===== src/sv/fibonacci_exponent_product_mod_core_assert.svh =====
// Assertion macros for the Fibonacci exponent product core.
// Included by the modules that check their own control logic.
`ifndef FIBONACCI_EXPONENT_PRODUCT_MOD_CORE_ASSERT_SVH
`define FIBONACCI_EXPONENT_PRODUCT_MOD_CORE_ASSERT_SVH
`ifndef SYNTHESIS
`define FEPM_ASSERT(label, clk, rst_n, prop) \
  label: assert property (@(posedge clk) disable iff (!rst_n) prop) \
    else $error("assertion failed");
`define FEPM_ASSERT_RST(label, clk, prop) \
  label: assert property (@(posedge clk) prop) else $error("assertion failed");
`else
`define FEPM_ASSERT(label, clk, rst_n, prop)
`define FEPM_ASSERT_RST(label, clk, prop)
`endif
`endif


===== src/sv/fepm_pkg.sv =====
// Shared constants and types for the Fibonacci exponent product core.
// No dependencies.
package fepm_pkg;
  localparam int unsigned DayBitsDef = 64;
  localparam int unsigned ModBitsDef = 31;
  localparam int unsigned SeedBits = 32;
  localparam int unsigned DayFieldBits = 63;
  localparam int unsigned ModFieldBits = 31;
  localparam logic [30:0] ModResetVal = 31'd1000000007;

  // multiplier request from sequencer
  typedef struct packed {
    logic start;
    logic busy;
  } mul_ctl_t;
endpackage


===== src/sv/fibonacci_exponent_product_mod_core.sv =====
// Fibonacci exponent product modulo p: top level with handshakes and register.
// Depends on fepm_pkg, fepm_seq, assertion header.
// Steps in order: seed reduction, matrix powering, then exponentiation; all modular
// products share the one bit-serial multiplier. One beat in flight; next input
// taken the cycle after the result beat. Reset: async active low, modulus back
// to 1000000007, core idle.
`include "fibonacci_exponent_product_mod_core_assert.svh"
module fibonacci_exponent_product_mod_core #(
  parameter int unsigned DayBits = fepm_pkg::DayBitsDef,
  parameter int unsigned ModBits = fepm_pkg::ModBitsDef
) (
  input  logic        clk_i,
  input  logic        rst_ni,
  input  logic        cfg_we_i,
  input  logic [30:0] cfg_wdata_i,
  input  logic        in_valid_i,
  output logic        in_ready_o,
  input  logic [31:0] first_seed_i,
  input  logic [31:0] second_seed_i,
  input  logic [62:0] day_index_i,
  output logic        out_valid_o,
  input  logic        out_ready_i,
  output logic [30:0] day_value_o
);
  logic [30:0] pmod_q;
  logic busy_q, ovld_q;
  logic [30:0] oval_q;
  logic go, sdone;
  logic [ModBits-1:0] sres;
  logic [DayBits-1:0] nday;
  logic [63:0] day_ext;

  // day index widened then trimmed to DayBits
  assign day_ext = {1'b0, day_index_i};
  assign nday = day_ext[DayBits-1:0];
  assign in_ready_o = !busy_q;
  assign go = in_valid_i && in_ready_o;

  fepm_seq #(.DayBits(DayBits), .ModBits(ModBits)) u_seq (
    .clk_i, .rst_ni, .go_i(go), .f1_i(first_seed_i), .f2_i(second_seed_i),
    .n_i(nday), .p_i(pmod_q[ModBits-1:0]), .done_o(sdone), .res_o(sres));

  always_ff @(posedge clk_i or negedge rst_ni) begin
    if (!rst_ni) begin
      pmod_q <= fepm_pkg::ModResetVal; busy_q <= 1'b0; ovld_q <= 1'b0;
    end else begin
      if (cfg_we_i) pmod_q <= cfg_wdata_i & 31'((64'd1 << ModBits) - 1);
      if (go) busy_q <= 1'b1;
      else if (ovld_q && out_ready_i) busy_q <= 1'b0;
      if (sdone) ovld_q <= 1'b1;
      else if (out_ready_i) ovld_q <= 1'b0;
    end
  end
  always_ff @(posedge clk_i) begin
    if (sdone) oval_q <= 31'(sres);
  end
  assign out_valid_o = ovld_q;
  assign day_value_o = oval_q;

  `FEPM_ASSERT(a_out_busy, clk_i, rst_ni, ovld_q |-> busy_q)
  `FEPM_ASSERT(a_one_go, clk_i, rst_ni, go |=> !in_ready_o)
  `FEPM_ASSERT(a_done_busy, clk_i, rst_ni, sdone |-> (busy_q && !ovld_q))
endmodule


===== src/sv/fepm_mulmod.sv =====
// Bit-serial modular multiplier: r = a*b mod m, one bit of b per cycle.
// Depends on fepm_pkg, assertion header.
`include "fibonacci_exponent_product_mod_core_assert.svh"
module fepm_mulmod #(
  parameter int unsigned ModBits = fepm_pkg::ModBitsDef
) (
  input  logic               clk_i,
  input  logic               rst_ni,
  input  logic               start_i,
  input  logic [ModBits-1:0] a_i,
  input  logic [ModBits-1:0] b_i,
  input  logic [ModBits-1:0] m_i,
  output logic               done_o,
  output logic [ModBits-1:0] r_o
);
  localparam int unsigned CntW = $clog2(ModBits + 1);
  logic [ModBits-1:0] acc_q, acc_d, b_q, b_d, a_q, a_d;
  logic [CntW-1:0]    cnt_q, cnt_d;
  logic               busy_q, busy_d, done_q, done_d;
  logic [ModBits:0]   dbl, dsum;
  logic [ModBits-1:0] dred;

  // with acc and a below m, doubled or summed values stay below 2m
  always_comb begin
    acc_d = acc_q; b_d = b_q; a_d = a_q; cnt_d = cnt_q;
    busy_d = busy_q; done_d = 1'b0;
    dbl = {acc_q, 1'b0};
    if (dbl >= {1'b0, m_i}) dbl = dbl - {1'b0, m_i};
    dsum = dbl + {1'b0, a_q};
    if (b_q[ModBits-1] && (dsum >= {1'b0, m_i})) dsum = dsum - {1'b0, m_i};
    dred = b_q[ModBits-1] ? dsum[ModBits-1:0] : dbl[ModBits-1:0];
    if (start_i) begin
      acc_d = '0; b_d = b_i; a_d = a_i; cnt_d = CntW'(ModBits); busy_d = 1'b1;
    end else if (busy_q) begin
      acc_d = dred; b_d = {b_q[ModBits-2:0], 1'b0};
      cnt_d = cnt_q - 1'b1;
      if (cnt_q == CntW'(1)) begin
        busy_d = 1'b0; done_d = 1'b1;
      end
    end
  end

  always_ff @(posedge clk_i or negedge rst_ni) begin
    if (!rst_ni) begin
      busy_q <= 1'b0; done_q <= 1'b0; cnt_q <= '0;
    end else begin
      busy_q <= busy_d; done_q <= done_d; cnt_q <= cnt_d;
    end
  end
  always_ff @(posedge clk_i) begin
    acc_q <= acc_d; b_q <= b_d; a_q <= a_d;
  end
  assign done_o = done_q;
  assign r_o = acc_q;

  `FEPM_ASSERT(a_done_after_busy, clk_i, rst_ni, done_q |-> $past(busy_q))
  `FEPM_ASSERT(a_cnt_idle, clk_i, rst_ni, (!busy_q && !start_i) |=> !busy_q)
  `FEPM_ASSERT(a_no_done_busy, clk_i, rst_ni, done_q |-> !busy_q)
endmodule


===== src/sv/fepm_seq.sv =====
// Sequencer: seed reduction, matrix powering, square-and-multiply and final fix-ups.
// Depends on fepm_pkg, fepm_mulmod, assertion header.
`include "fibonacci_exponent_product_mod_core_assert.svh"
module fepm_seq #(
  parameter int unsigned DayBits = fepm_pkg::DayBitsDef,
  parameter int unsigned ModBits = fepm_pkg::ModBitsDef
) (
  input  logic               clk_i,
  input  logic               rst_ni,
  input  logic               go_i,
  input  logic [31:0]        f1_i,
  input  logic [31:0]        f2_i,
  input  logic [DayBits-1:0] n_i,
  input  logic [ModBits-1:0] p_i,
  output logic               done_o,
  output logic [ModBits-1:0] res_o
);
  localparam int unsigned ECW = $clog2(ModBits + 1);
  localparam int unsigned RCW = $clog2(33);
  localparam logic [4:0] S_IDLE = 5'd0, S_RED = 5'd1, S_FBIT = 5'd2, S_RM = 5'd3,
    S_RA = 5'd4, S_BM = 5'd5, S_BA = 5'd6, S_FIX = 5'd7, S_EBIT = 5'd8, S_EMUL = 5'd9,
    S_ESQ = 5'd10, S_PROD = 5'd11, S_OUT = 5'd12, S_MW = 5'd13;

  logic [4:0] st_q, st_d, ret_q, ret_d;
  logic [DayBits-1:0] n_q, n_d, nsh_q, nsh_d;
  logic [ModBits-1:0] p_q, p_d, q_q, q_d;
  logic [ModBits-1:0] ra_q, ra_d, rb_q, rb_d;   // seed residues
  logic [31:0] sa_q, sa_d, sb_q, sb_d;          // seed bits, MSB first
  logic [RCW-1:0] rc_q, rc_d;
  logic [ModBits-1:0] r0_q, r0_d, r1_q, r1_d, r2_q, r2_d, r3_q, r3_d;
  logic [ModBits-1:0] b0_q, b0_d, b1_q, b1_d, b2_q, b2_d, b3_q, b3_d;
  logic [ModBits-1:0] t0_q, t0_d, t1_q, t1_d, t2_q, t2_d, t3_q, t3_d;
  logic [2:0] ph_q, ph_d;
  logic [ModBits-1:0] eb_q, eb_d, ba_q, ba_d, bb_q, bb_d;
  logic [ModBits-1:0] acc_q, acc_d, sq_q, sq_d, pa_q, pa_d;
  logic [ModBits-1:0] ex_q, ex_d;
  logic [ECW-1:0] ec_q, ec_d;
  logic which_q, which_d;
  logic [ModBits-1:0] res_q, res_d;
  logic done_q, done_d;
  logic kick_q, kick_d;
  logic mstart, mdone;
  logic [ModBits-1:0] ma, mb, mm, mr, ma_q, ma_d, mb_q, mb_d, mm_q, mm_d;
  logic [ModBits:0] add_s;
  logic [ModBits-1:0] add_r;
  logic [ModBits:0] ta, tb;
  fepm_pkg::mul_ctl_t ctl;

  fepm_mulmod #(.ModBits(ModBits)) u_mul (
    .clk_i, .rst_ni, .start_i(mstart), .a_i(ma), .b_i(mb), .m_i(mm),
    .done_o(mdone), .r_o(mr));

  assign ma = ma_q; assign mb = mb_q; assign mm = mm_q;
  // one start pulse on the first cycle of each multiplier wait
  assign ctl.start = kick_q;
  assign ctl.busy = (st_q == S_MW);
  assign mstart = ctl.start;

  // matrix term products: phase 0..7 -> operand pair of the 2x2 product
  function automatic logic [2*ModBits-1:0] mpair(input logic [2:0] k,
      input logic [ModBits-1:0] x0, x1, x2, x3, y0, y1, y2, y3);
    logic [ModBits-1:0] a, b;
    begin
      a = '0; b = '0;
      case (k)
        3'd0: begin a = x0; b = y0; end
        3'd1: begin a = x1; b = y2; end
        3'd2: begin a = x0; b = y1; end
        3'd3: begin a = x1; b = y3; end
        3'd4: begin a = x2; b = y0; end
        3'd5: begin a = x3; b = y2; end
        3'd6: begin a = x2; b = y1; end
        3'd7: begin a = x3; b = y3; end
        default: begin a = '0; b = '0; end
      endcase
      mpair = {a, b};
    end
  endfunction

  always_comb begin
    add_s = {1'b0, t0_q} + {1'b0, mr};
    if (add_s >= {1'b0, q_q}) add_s = add_s - {1'b0, q_q};
    add_r = add_s[ModBits-1:0];
    // one step of seed reduction: shift in next bit, subtract p once
    ta = {ra_q, sa_q[31]};
    if (ta >= {1'b0, p_q}) ta = ta - {1'b0, p_q};
    tb = {rb_q, sb_q[31]};
    if (tb >= {1'b0, p_q}) tb = tb - {1'b0, p_q};
  end

  always_comb begin
    st_d = st_q; ret_d = ret_q; n_d = n_q; nsh_d = nsh_q; p_d = p_q; q_d = q_q;
    ra_d = ra_q; rb_d = rb_q; sa_d = sa_q; sb_d = sb_q; rc_d = rc_q;
    r0_d = r0_q; r1_d = r1_q; r2_d = r2_q; r3_d = r3_q;
    b0_d = b0_q; b1_d = b1_q; b2_d = b2_q; b3_d = b3_q;
    t0_d = t0_q; t1_d = t1_q; t2_d = t2_q; t3_d = t3_q;
    ph_d = ph_q; eb_d = eb_q; ba_d = ba_q; bb_d = bb_q;
    acc_d = acc_q; sq_d = sq_q; pa_d = pa_q; ex_d = ex_q; ec_d = ec_q;
    which_d = which_q; res_d = res_q; done_d = 1'b0; kick_d = 1'b0;
    ma_d = ma_q; mb_d = mb_q; mm_d = mm_q;
    case (st_q)
      S_IDLE: begin
        if (go_i) begin
          n_d = n_i; nsh_d = n_i; p_d = p_i; q_d = p_i - 1'b1;
          ra_d = '0; rb_d = '0; sa_d = f1_i; sb_d = f2_i; rc_d = RCW'(32);
          st_d = S_RED;
        end
      end
      S_RED: begin
        // seeds reduced mod p, one bit per cycle
        if ((rc_q != '0) && (p_q > ModBits'(1))) begin
          ra_d = ta[ModBits-1:0]; rb_d = tb[ModBits-1:0];
          sa_d = {sa_q[30:0], 1'b0}; sb_d = {sb_q[30:0], 1'b0};
          rc_d = rc_q - 1'b1;
        end else if (p_q < ModBits'(2)) begin
          res_d = '0; st_d = S_OUT;
        end else if (n_q == '0) begin
          res_d = ra_q; st_d = S_OUT;
        end else begin
          r0_d = (q_q == ModBits'(1)) ? '0 : ModBits'(1);
          r1_d = '0; r2_d = '0; r3_d = r0_d;
          b0_d = r0_d; b1_d = r0_d; b2_d = r0_d; b3_d = '0;
          ba_d = (ra_q == p_q - 1'b1) ? '0 : ra_q + 1'b1;
          bb_d = (rb_q == p_q - 1'b1) ? '0 : rb_q + 1'b1;
          st_d = S_FBIT;
        end
      end
      S_FBIT: begin
        if (nsh_q == '0) st_d = S_FIX;
        else begin
          ph_d = '0;
          st_d = nsh_q[0] ? S_RM : S_BM;
        end
      end
      S_RM, S_BM: begin
        // issue product ph; even phases hold, odd add into entry
        {ma_d, mb_d} = (st_q == S_RM) ?
          mpair(ph_q, r0_q, r1_q, r2_q, r3_q, b0_q, b1_q, b2_q, b3_q) :
          mpair(ph_q, b0_q, b1_q, b2_q, b3_q, b0_q, b1_q, b2_q, b3_q);
        mm_d = q_q; ret_d = (st_q == S_RM) ? S_RA : S_BA;
        kick_d = 1'b1; st_d = S_MW;
      end
      S_MW: begin
        if (mdone) st_d = ret_q;
      end
      S_RA, S_BA: begin
        if (!ph_q[0]) t0_d = mr;
        else begin
          case (ph_q[2:1])
            2'd0: t1_d = add_r;
            2'd1: t2_d = add_r;
            2'd2: t3_d = add_r;
            default: begin
              if (st_q == S_RA) begin
                r0_d = t1_q; r1_d = t2_q; r2_d = t3_q; r3_d = add_r;
              end else begin
                b0_d = t1_q; b1_d = t2_q; b2_d = t3_q; b3_d = add_r;
              end
            end
          endcase
        end
        if (ph_q == 3'd7) begin
          if (st_q == S_RA) st_d = S_BM;
          else begin nsh_d = nsh_q >> 1; st_d = S_FBIT; end
          ph_d = '0;
        end else begin
          ph_d = ph_q + 3'd1;
          st_d = (st_q == S_RA) ? S_RM : S_BM;
        end
      end
      S_FIX: begin
        eb_d = (r1_q == '0) ? q_q : r1_q;
        which_d = 1'b0; st_d = S_EBIT;
        acc_d = ModBits'(1); sq_d = ba_q;
        ex_d = ((r3_q == '0) && (n_q > DayBits'(1))) ? q_q : r3_q;
        ec_d = ECW'(ModBits);
      end
      S_EBIT: begin
        if (ec_q == '0) begin
          if (!which_q) begin
            pa_d = acc_q; which_d = 1'b1; acc_d = ModBits'(1); sq_d = bb_q;
            ex_d = eb_q; ec_d = ECW'(ModBits);
          end else begin
            ma_d = pa_q; mb_d = acc_q; mm_d = p_q; ex_d = '0; kick_d = 1'b1;
            ret_d = S_PROD; st_d = S_MW;
          end
        end else if (ex_q[0]) begin
          ma_d = acc_q; mb_d = sq_q; mm_d = p_q; kick_d = 1'b1;
          ret_d = S_EMUL; st_d = S_MW;
        end else begin
          ma_d = sq_q; mb_d = sq_q; mm_d = p_q; kick_d = 1'b1;
          ret_d = S_ESQ; st_d = S_MW;
        end
      end
      S_EMUL: begin
        acc_d = mr; ma_d = sq_q; mb_d = sq_q; mm_d = p_q; kick_d = 1'b1;
        ret_d = S_ESQ; st_d = S_MW;
      end
      S_ESQ: begin
        sq_d = mr; ex_d = ex_q >> 1; ec_d = ec_q - 1'b1; st_d = S_EBIT;
      end
      S_PROD: begin
        res_d = (mr == '0) ? p_q - 1'b1 : mr - 1'b1; st_d = S_OUT;
      end
      S_OUT: begin
        done_d = 1'b1; st_d = S_IDLE;
      end
      default: st_d = S_IDLE;
    endcase
  end

  always_ff @(posedge clk_i or negedge rst_ni) begin
    if (!rst_ni) begin
      st_q <= S_IDLE; done_q <= 1'b0; ph_q <= '0; kick_q <= 1'b0;
    end else begin
      st_q <= st_d; done_q <= done_d; ph_q <= ph_d; kick_q <= kick_d;
    end
  end
  always_ff @(posedge clk_i) begin
    ret_q <= ret_d; n_q <= n_d; nsh_q <= nsh_d; p_q <= p_d; q_q <= q_d;
    ra_q <= ra_d; rb_q <= rb_d; sa_q <= sa_d; sb_q <= sb_d; rc_q <= rc_d;
    r0_q <= r0_d; r1_q <= r1_d; r2_q <= r2_d; r3_q <= r3_d;
    b0_q <= b0_d; b1_q <= b1_d; b2_q <= b2_d; b3_q <= b3_d;
    t0_q <= t0_d; t1_q <= t1_d; t2_q <= t2_d; t3_q <= t3_d;
    eb_q <= eb_d; ba_q <= ba_d; bb_q <= bb_d;
    acc_q <= acc_d; sq_q <= sq_d; pa_q <= pa_d; ex_q <= ex_d; ec_q <= ec_d;
    which_q <= which_d; res_q <= res_d; ma_q <= ma_d; mb_q <= mb_d; mm_q <= mm_d;
  end
  assign done_o = done_q;
  assign res_o = res_q;

  `FEPM_ASSERT(a_done_from_out, clk_i, rst_ni, done_q |-> $past(st_q == S_OUT))
  `FEPM_ASSERT(a_start_in_wait, clk_i, rst_ni, ctl.start |-> ctl.busy)
  `FEPM_ASSERT(a_go_idle, clk_i, rst_ni, (go_i && st_q == S_IDLE) |=> st_q == S_RED)
endmodule


===== config.mk =====
export PLATFORM = sky130hd
export DESIGN_NAME = fibonacci_exponent_product_mod_core
export DESIGN_NICKNAME = d
export VERILOG_FILES = /design/src/sv/fepm_pkg.sv /design/src/sv/fibonacci_exponent_product_mod_core.sv /design/src/sv/fepm_mulmod.sv /design/src/sv/fepm_seq.sv
export VERILOG_INCLUDE_DIRS = /design/src /design/src/sv
export SDC_FILE = /design/constraint.sdc
export NUM_CORES = 2
export LEC_CHECK = 0
export ABC_CLOCK_PERIOD_IN_PS = 9150
export BUFFER_PORTS_ARGS = -buffer_cell sky130_fd_sc_hd__buf_4
export CAP_MARGIN = 30
export CORE_MARGIN = 8
export CORE_UTILIZATION = 34
export DETAILED_ROUTE_END_ITERATION = 10
export GPL_ROUTABILITY_DRIVEN = 0
export MAX_ROUTING_LAYER = met4
export RECOVER_POWER = 100
export SYNTH_ARGS = -nofsm -noshare
export SYNTH_HDL_FRONTEND = slang
export SYNTH_SLANG_ARGS = --single-unit

===== constraint.sdc =====
create_clock -name clk_i -period 9.15 [get_ports clk_i]
set_clock_uncertainty 0.1 [all_clocks]
set_input_delay 0 -clock clk_i [delete_from_list [all_inputs] [get_ports clk_i]]
set_output_delay 0 -clock clk_i [all_outputs]
set_load 0.01 [all_outputs]

# After elaboration in Yosys (flattened, before gate mapping)
# Index checks and enable logic that the tools add are counted.
[word_totals]
inputBits = 163
word_cells = 317
reg_bits = 1219
out_inout_bits = 33
[op_classes]
add_sub_neg = 16
n_lt_le_gt_ge = 8
n_eq_ne = 42
mux = 137
reduce_logical = 60
bitwise = 5
[op_table]
columns = ["op", "n"]
rows = [
  ["$mux W31", 59],
  ["$pmux W31 S2", 11],
  ["$pmux W31 S3", 6],
  ["$pmux W31 S4", 3],
  ["$mux W64", 3],
  ["$ge A32 B31 Y1", 5],
  ["$mux W32", 5],
  ["$logic_not A64 Y1", 2],
  ["$pmux W32 S2", 2],
  ["$pmux W64 S2", 1],
  ["$sub A31 B31 Y31", 4],
  ["$logic_not A31 Y1", 3],
  ["$sub A31 B1 Y31 const B", 3],
  ["$mux W5", 14],
  ["$gt A63 B1 Y1 const B", 1],
  ["$add A31 B1 Y31 const B", 2],
  ["$eq A31 B31 Y1", 2],
  ["$mux W62", 1],
  ["$pmux W5 S9", 1],
  ["$add A31 B31 Y32", 1],
  ["$add A32 B31 Y32", 1],
  ["$sub A32 B31 Y32", 1],
  ["$eq A31 B1 Y1 const B", 1],
  ["$gt A31 B1 Y1 const B", 1],
  ["41 further kinds", 135],
]

# Longest topological paths before layout
[depth]
word_depth = 7
depth_mapped = 35
mapped_depth_nobuf = 32

# By module
# From an unflattened synthesis, not the netlist that was laid out.
[hier_totals]
cells_unflattened = 5720
hier_area_um2 = 65126.2
[modules_own_cells]
columns = ["mod", "area_per_inst_um2", "seq_area_each_um2", "n_inst", "cells_per_inst"]
rows = [
  ["fepm_seq", 53502.6, 31605.3, 1, 4573],
  ["fepm_mulmod", 9429.0, 2657.5, 1, 1042],
  ["fibonacci_exponent_product_mod_core", 2194.6, 1776.7, 1, 105],
]

# Least setup slack after synthesis
# OpenSTA, ideal clock, no wires.
[synth_timing]
path_kind = "reg2reg"
startpoint = "register u_seq.p_q[13]"
endpoint = "register u_seq.r0_q[0], enable pin"
path_slack_ns = -0.554
n_path_buf = 0
arrival_ns = 8.983
period_less_slack_ns = 9.704
required_ns = 8.429
setup_ns = 0.621
path_stages_with_launch = 10
cell_sequence = "edfxtp_1 -> or4_4 -> nor4_4 -> nand3_1 -> nor4_1 -> o21ai_0 -> nand2_1 -> and3_1 -> a31oi_1 -> nor2b_1"
[synth_between]
elab_chain_cells = 4
word_cells_on_any_way = 6
classes_between = "order compare (2); eq/ne (2); reduce/logical (2)"
[synth_rtl]
columns = ["item", "line", "source"]
rows = [
  ["start, declared", "fepm_seq.sv:26", "logic [ModBits-1:0] p_q, p_d, q_q, q_d;"],
  ["start signal, assigned", "fepm_seq.sv:220", "ret_q <= ret_d; n_q <= n_d; nsh_q <= nsh_d; p_q <= p_d; q_q <= q_d;"],
  ["$gt A31 B1 Y1", "fepm_seq.sv:111", "if ((rc_q != '0) && (p_q > ModBits'(1))) begin"],
  ["$logic_and A1 B1 Y1", "fepm_seq.sv:111", ""],
  ["$ne A2 B2 Y1 (no line)", "--", ""],
  ["$reduce_and A7 Y1 (no line) *", "--", ""],
  ["end signal, assigned", "fepm_seq.sv:222", "r0_q <= r0_d; r1_q <= r1_d; r2_q <= r2_d; r3_q <= r3_d;"],
  ["end, declared", "fepm_seq.sv:30", "logic [ModBits-1:0] r0_q, r0_d, r1_q, r1_d, r2_q, r2_d, r3_q, r3_d;"],
]
# Every way passes the cells marked *; elsewhere a longest branch is shown, timed or not.
# A chain may end at the register's enable or synchronous reset.

# Worst setup path after layout
[layout_timing]
startpoint = "register u_seq.u_mul.acc_q[2] (netlist: u_seq.u_mul.r_o[2])"
endpoint = "register u_seq.b3_q[1] (data pin)"
[layout_between]
elab_chain_cells = 7
[layout_rtl]
columns = ["item", "line", "source"]
rows = [
  ["start, declared", "fepm_mulmod.sv:17", "logic [ModBits-1:0] acc_q, acc_d, b_q, b_d, a_q, a_d;"],
  ["start signal, assigned", "fepm_mulmod.sv:51", "acc_q <= acc_d; b_q <= b_d; a_q <= a_d;"],
  ["$add A31 B31 Y32", "fepm_seq.sv:81", "add_s = {1'b0, t0_q} + {1'b0, mr};"],
  ["$ge A32 B31 Y1", "fepm_seq.sv:82", "if (add_s >= {1'b0, q_q}) add_s = add_s - {1'b0, q_q};"],
  ["$mux W31", "fepm_seq.sv:82", ""],
  ["net u_seq.add_s[1]", "fepm_seq.sv:44", "logic [ModBits:0] add_s;"],
  ["$mux W31", "fepm_seq.sv:154", "if (st_q == S_RA) begin"],
  ["$mux W31", "fepm_seq.sv:149", "case (ph_q[2:1])"],
  ["$mux W31", "fepm_seq.sv:147", "if (!ph_q[0]) t0_d = mr;"],
  ["$pmux W31 S2", "fepm_seq.sv:101", "case (st_q)"],
  ["end signal, assigned", "fepm_seq.sv:223", "b0_q <= b0_d; b1_q <= b1_d; b2_q <= b2_d; b3_q <= b3_d;"],
  ["end, declared", "fepm_seq.sv:31", "logic [ModBits-1:0] b0_q, b0_d, b1_q, b1_d, b2_q, b2_d, b3_q, b3_d;"],
]
# The timed path passes the listed nets, and every way through them passes these cells. The select of a mux whose other input is x is not followed.

==> metrics <==
Clk pwr share 46.3%; worst hold path class in -> reg; top-count cell post-synth edfxtp_1; R2R Path End u_seq.b3_q[1]; post-synthesis mux area share 3.91%; number of flops mapped to enable cells by yosys 1136; Sw Ratio 21.2%; DRT Pass-1 Iters 11; leakage power 27.3 nW; Worst Path Arrival 9320 ps; Num Clock Sinks 1216; WP data required 9570 ps; post-DR wirelength/cell 26.4 um; Psw 2.50 mW; # hold bufs at CTS 355; post-route ant nets 0; RR Startpoint u_seq.u_mul.r_o[2]; GRT Overall Usage 22.8%; initial antenna violation count 10; Initial Utilization 34.1%; post-CTS setup buffer count 0; pwr/cell area 154 mW/mm^2; DR vias 51600; core area 0.190 mm^2; total routed wirelength 237 mm; Synth cell types 99; RSZ-0062 raised after global routing no; register area 0.0360 mm^2; fmax 112 MHz; Die ar. 0.204 mm^2; CTS buffer count 131; Hold EP pmod_q[16]; clock-pin slew on the worst setup and hold paths 60 ps; Power Internal 9.29 mW; Post-synth ARST share 4.03%; area occupied by multi-input gates 0.0267 mm^2; syn_area_per_cell 11.1 um^2; R2R cell count 18; Worst-Margin Slew 4090 ps; part of the cycle the worst path needs 97.2%; Area Overhead vs Synth 18.6%; fillers 17700; I/O Buffers 195; Mapped Area 0.0646 mm^2; Syn Inst Count 5836; root buffer cell clkbuf_16; latest clock arrival within the worst-skew pair 810 ps; Crit Path Class reg -> reg; IO Pins 196; leading area contributor after synthesis edfxtp_1; register area share after synthesis 55.7%; final-report setup violation count 0; top area cells in the synthesized netlist edfxtp_1 53%, nand2_1 4.6%, ha_1 4.6%; global-route wire length before repair 338 mm; Post-synth top flop edfxtp_1; Nets 6761; hold path cells 3; max-cap violation count 42; Fin Setup TNS 0 ps; Vias/cell 5.75; die height 452 um; peak fanout along the critical path 10; Peak supply drop 159 uV; Syn Nets 6241; crit end category register; simple-gate share of the synthesized area 14.0%; WHS 180 ps; combinational fraction of design power 2.2%; DR iter-0 viols 6715; Synth Area in Compound Gates 13.6%; Detail Placement HPWL 166 mm; grt total ovfl 0; flop-to-flop setup slack 250 ps; CTS tree done; Tmin final 8900 ps; vias in the first global route 49700; Yosys top cell area share 52.8%; status finished with violations; post-CTS sizing 0; CP Launch Type register; final routed DRC violation total 1; sequential share of power 51.4%; Hold Vio Cnt, Final 0; clock buffer depth 3; #FFs+latches synth 1216; H-Tree Depth 4; synth cell count leaders 1136 x edfxtp_1, 789 x nand2_1, 421 x nor2_1; failing checks DRC, capacitance limit, slew limit; Post-Synth Adder-Cell Area 4.77%; Die Wd 452 um; slew margin rel. -173%; share of cells above drive strength 1 8.62%; hold path startpoint cfg_we_i; largest family of logic cells by synthesized area simple AND/OR/NAND/NOR gates; num rows 160; Final Slew Violations 1793; Synth warnings 0; maximum number of pins on one net before global-route repair 105; xor and xnor area share after synthesis 5.05%
[area by class of cell]
class	instances	share of cell area, %
Clock buffer	168	4.65
Multi-Input combinational cell	4113	34.9
Timing Repair Buffer	677	7.27
Clock inverter	72	1.06
Inverter	217	1.06
Tap cell	2511	4.10
Antenna cell	9	0.0294
Sequential cell	1216	47.0
[how the worst max path moves through the flow]
stage,from,endpoint,slack [ps],cells past startpoint
floorplan,u_seq.p_q[13],u_seq.b0_q[0],1720,9
global placement,u_seq.mm[0],u_seq.u_mul.r_o[10],920,28
detailed placement,u_seq.u_mul.r_o[1],u_seq.u_mul.r_o[20],900,28
CTS,u_seq.u_mul.r_o[1],u_seq.u_mul.r_o[20],820,28
global route,u_seq.st_q[0],u_seq.rb_q[23],170,6
finish,u_seq.u_mul.r_o[2],u_seq.b3_q[1],250,18
[worst max-delay path, stage by stage (launching register included)]
cell and delay (ps):
dfxtp_1 350, clkbuf_1 880, ha_1 430, a21oi_1 200, o21ai_0 130, a2111oi_0 700
o21ai_0 370, o2111ai_1 390, a21oi_1 170, o311ai_0 930, ha_1 450, o21a_1 190
a21oi_1 160, o21ai_0 110, a221oi_1 700, o2111ai_1 230, a211oi_1 1330, mux2_1 560
and2_0 240
[state kept, by name (all words and copies together), names as in the netlist, 32 cells and up]
register	cells
u_seq.sa_q	32
u_seq.sb_q	32
u_seq.nsh_q	63
u_seq.n_q	63
[cells by family (layout without fill, tap and decap cells)]
family | after synthesis | in the layout
AO/OA/AOI/OAI | 1342 | 1342
XOR/XNOR | 367 | 367
adder cells (fa/ha/maj) | 242 | 242
buffers and inverters | 507 | 1134
flip-flops | 1216 | 1216
multiplexers | 211 | 211
other | 0 | 9
AND/OR/NAND/NOR | 1951 | 1951
[cells in the final DEF (no fill, tap or decap), types with 27 or more instances in the layout]
cell type,instances
nand3_1,111
edfxtp_1,1136
a211oi_1,38
xor2_1,139
o21ai_0,286
a222oi_1,31
or3_1,33
and2_0,38
dlygate4sd3_1,355
nor2_1,415
nand2b_1,27
a21oi_1,401
o21bai_1,28
o22ai_1,28
xnor2_1,224
clkbuf_16,133
a22o_1,31
clkbuf_4,66
a221oi_1,40
a31oi_1,64
mux2_2,66
a221o_1,37
inv_1,216
nor4_1,87
o21a_1,43
buf_4,132
clkbuf_1,140
and3_1,130
nand4_1,61
nor2b_1,31
nor3_1,123
dfxtp_1,31
ha_1,235
nand2_1,788
dfrtp_1,28
a32oi_1,30
mux2i_1,98
a21o_1,105
[power by group through the flow]
stage / combinational (mW) / sequential, mW / clock (mW)
5_1_grt: 0.284 / 6.06 / 5.72
3_5_place_dp: 0.129 / 6.18 / 0
3_3_place_gp: 0.127 / 6.18 / 0
2_1_floorplan: 0.0513 / 6.16 / 0
6_report: 0.265 / 6.06 / 5.46
4_1_cts: 0.255 / 6.06 / 5.52
[layer usage]
layer | vias to the layer above | routed length (um) | track usage (%)
met2 | 2908 | 108000 | 35.6
met5 | - | 0 | -
li1 | 22800 | - | -
met4 | 0 | 17900 | 13.7
met3 | 689 | 21300 | 4.61
met1 | 25200 | 89600 | 27.4
[through the flow]
step	cells	worst slack (ps)	instance area, um^2	util (%)	power [mW]
after floorplan	5836	1720	64600	-	6.21
after global placement	8364	921	69100	36.5	6.31
after detailed placement	8373	898	69200	36.5	6.31
after CTS	8968	821	77200	40.7	11.8
after global routing	8980	170	76600	40.4	12.1
final	8983	254	76700	40.4	11.8
Note: power is estimated with default switching activity, not from simulation.
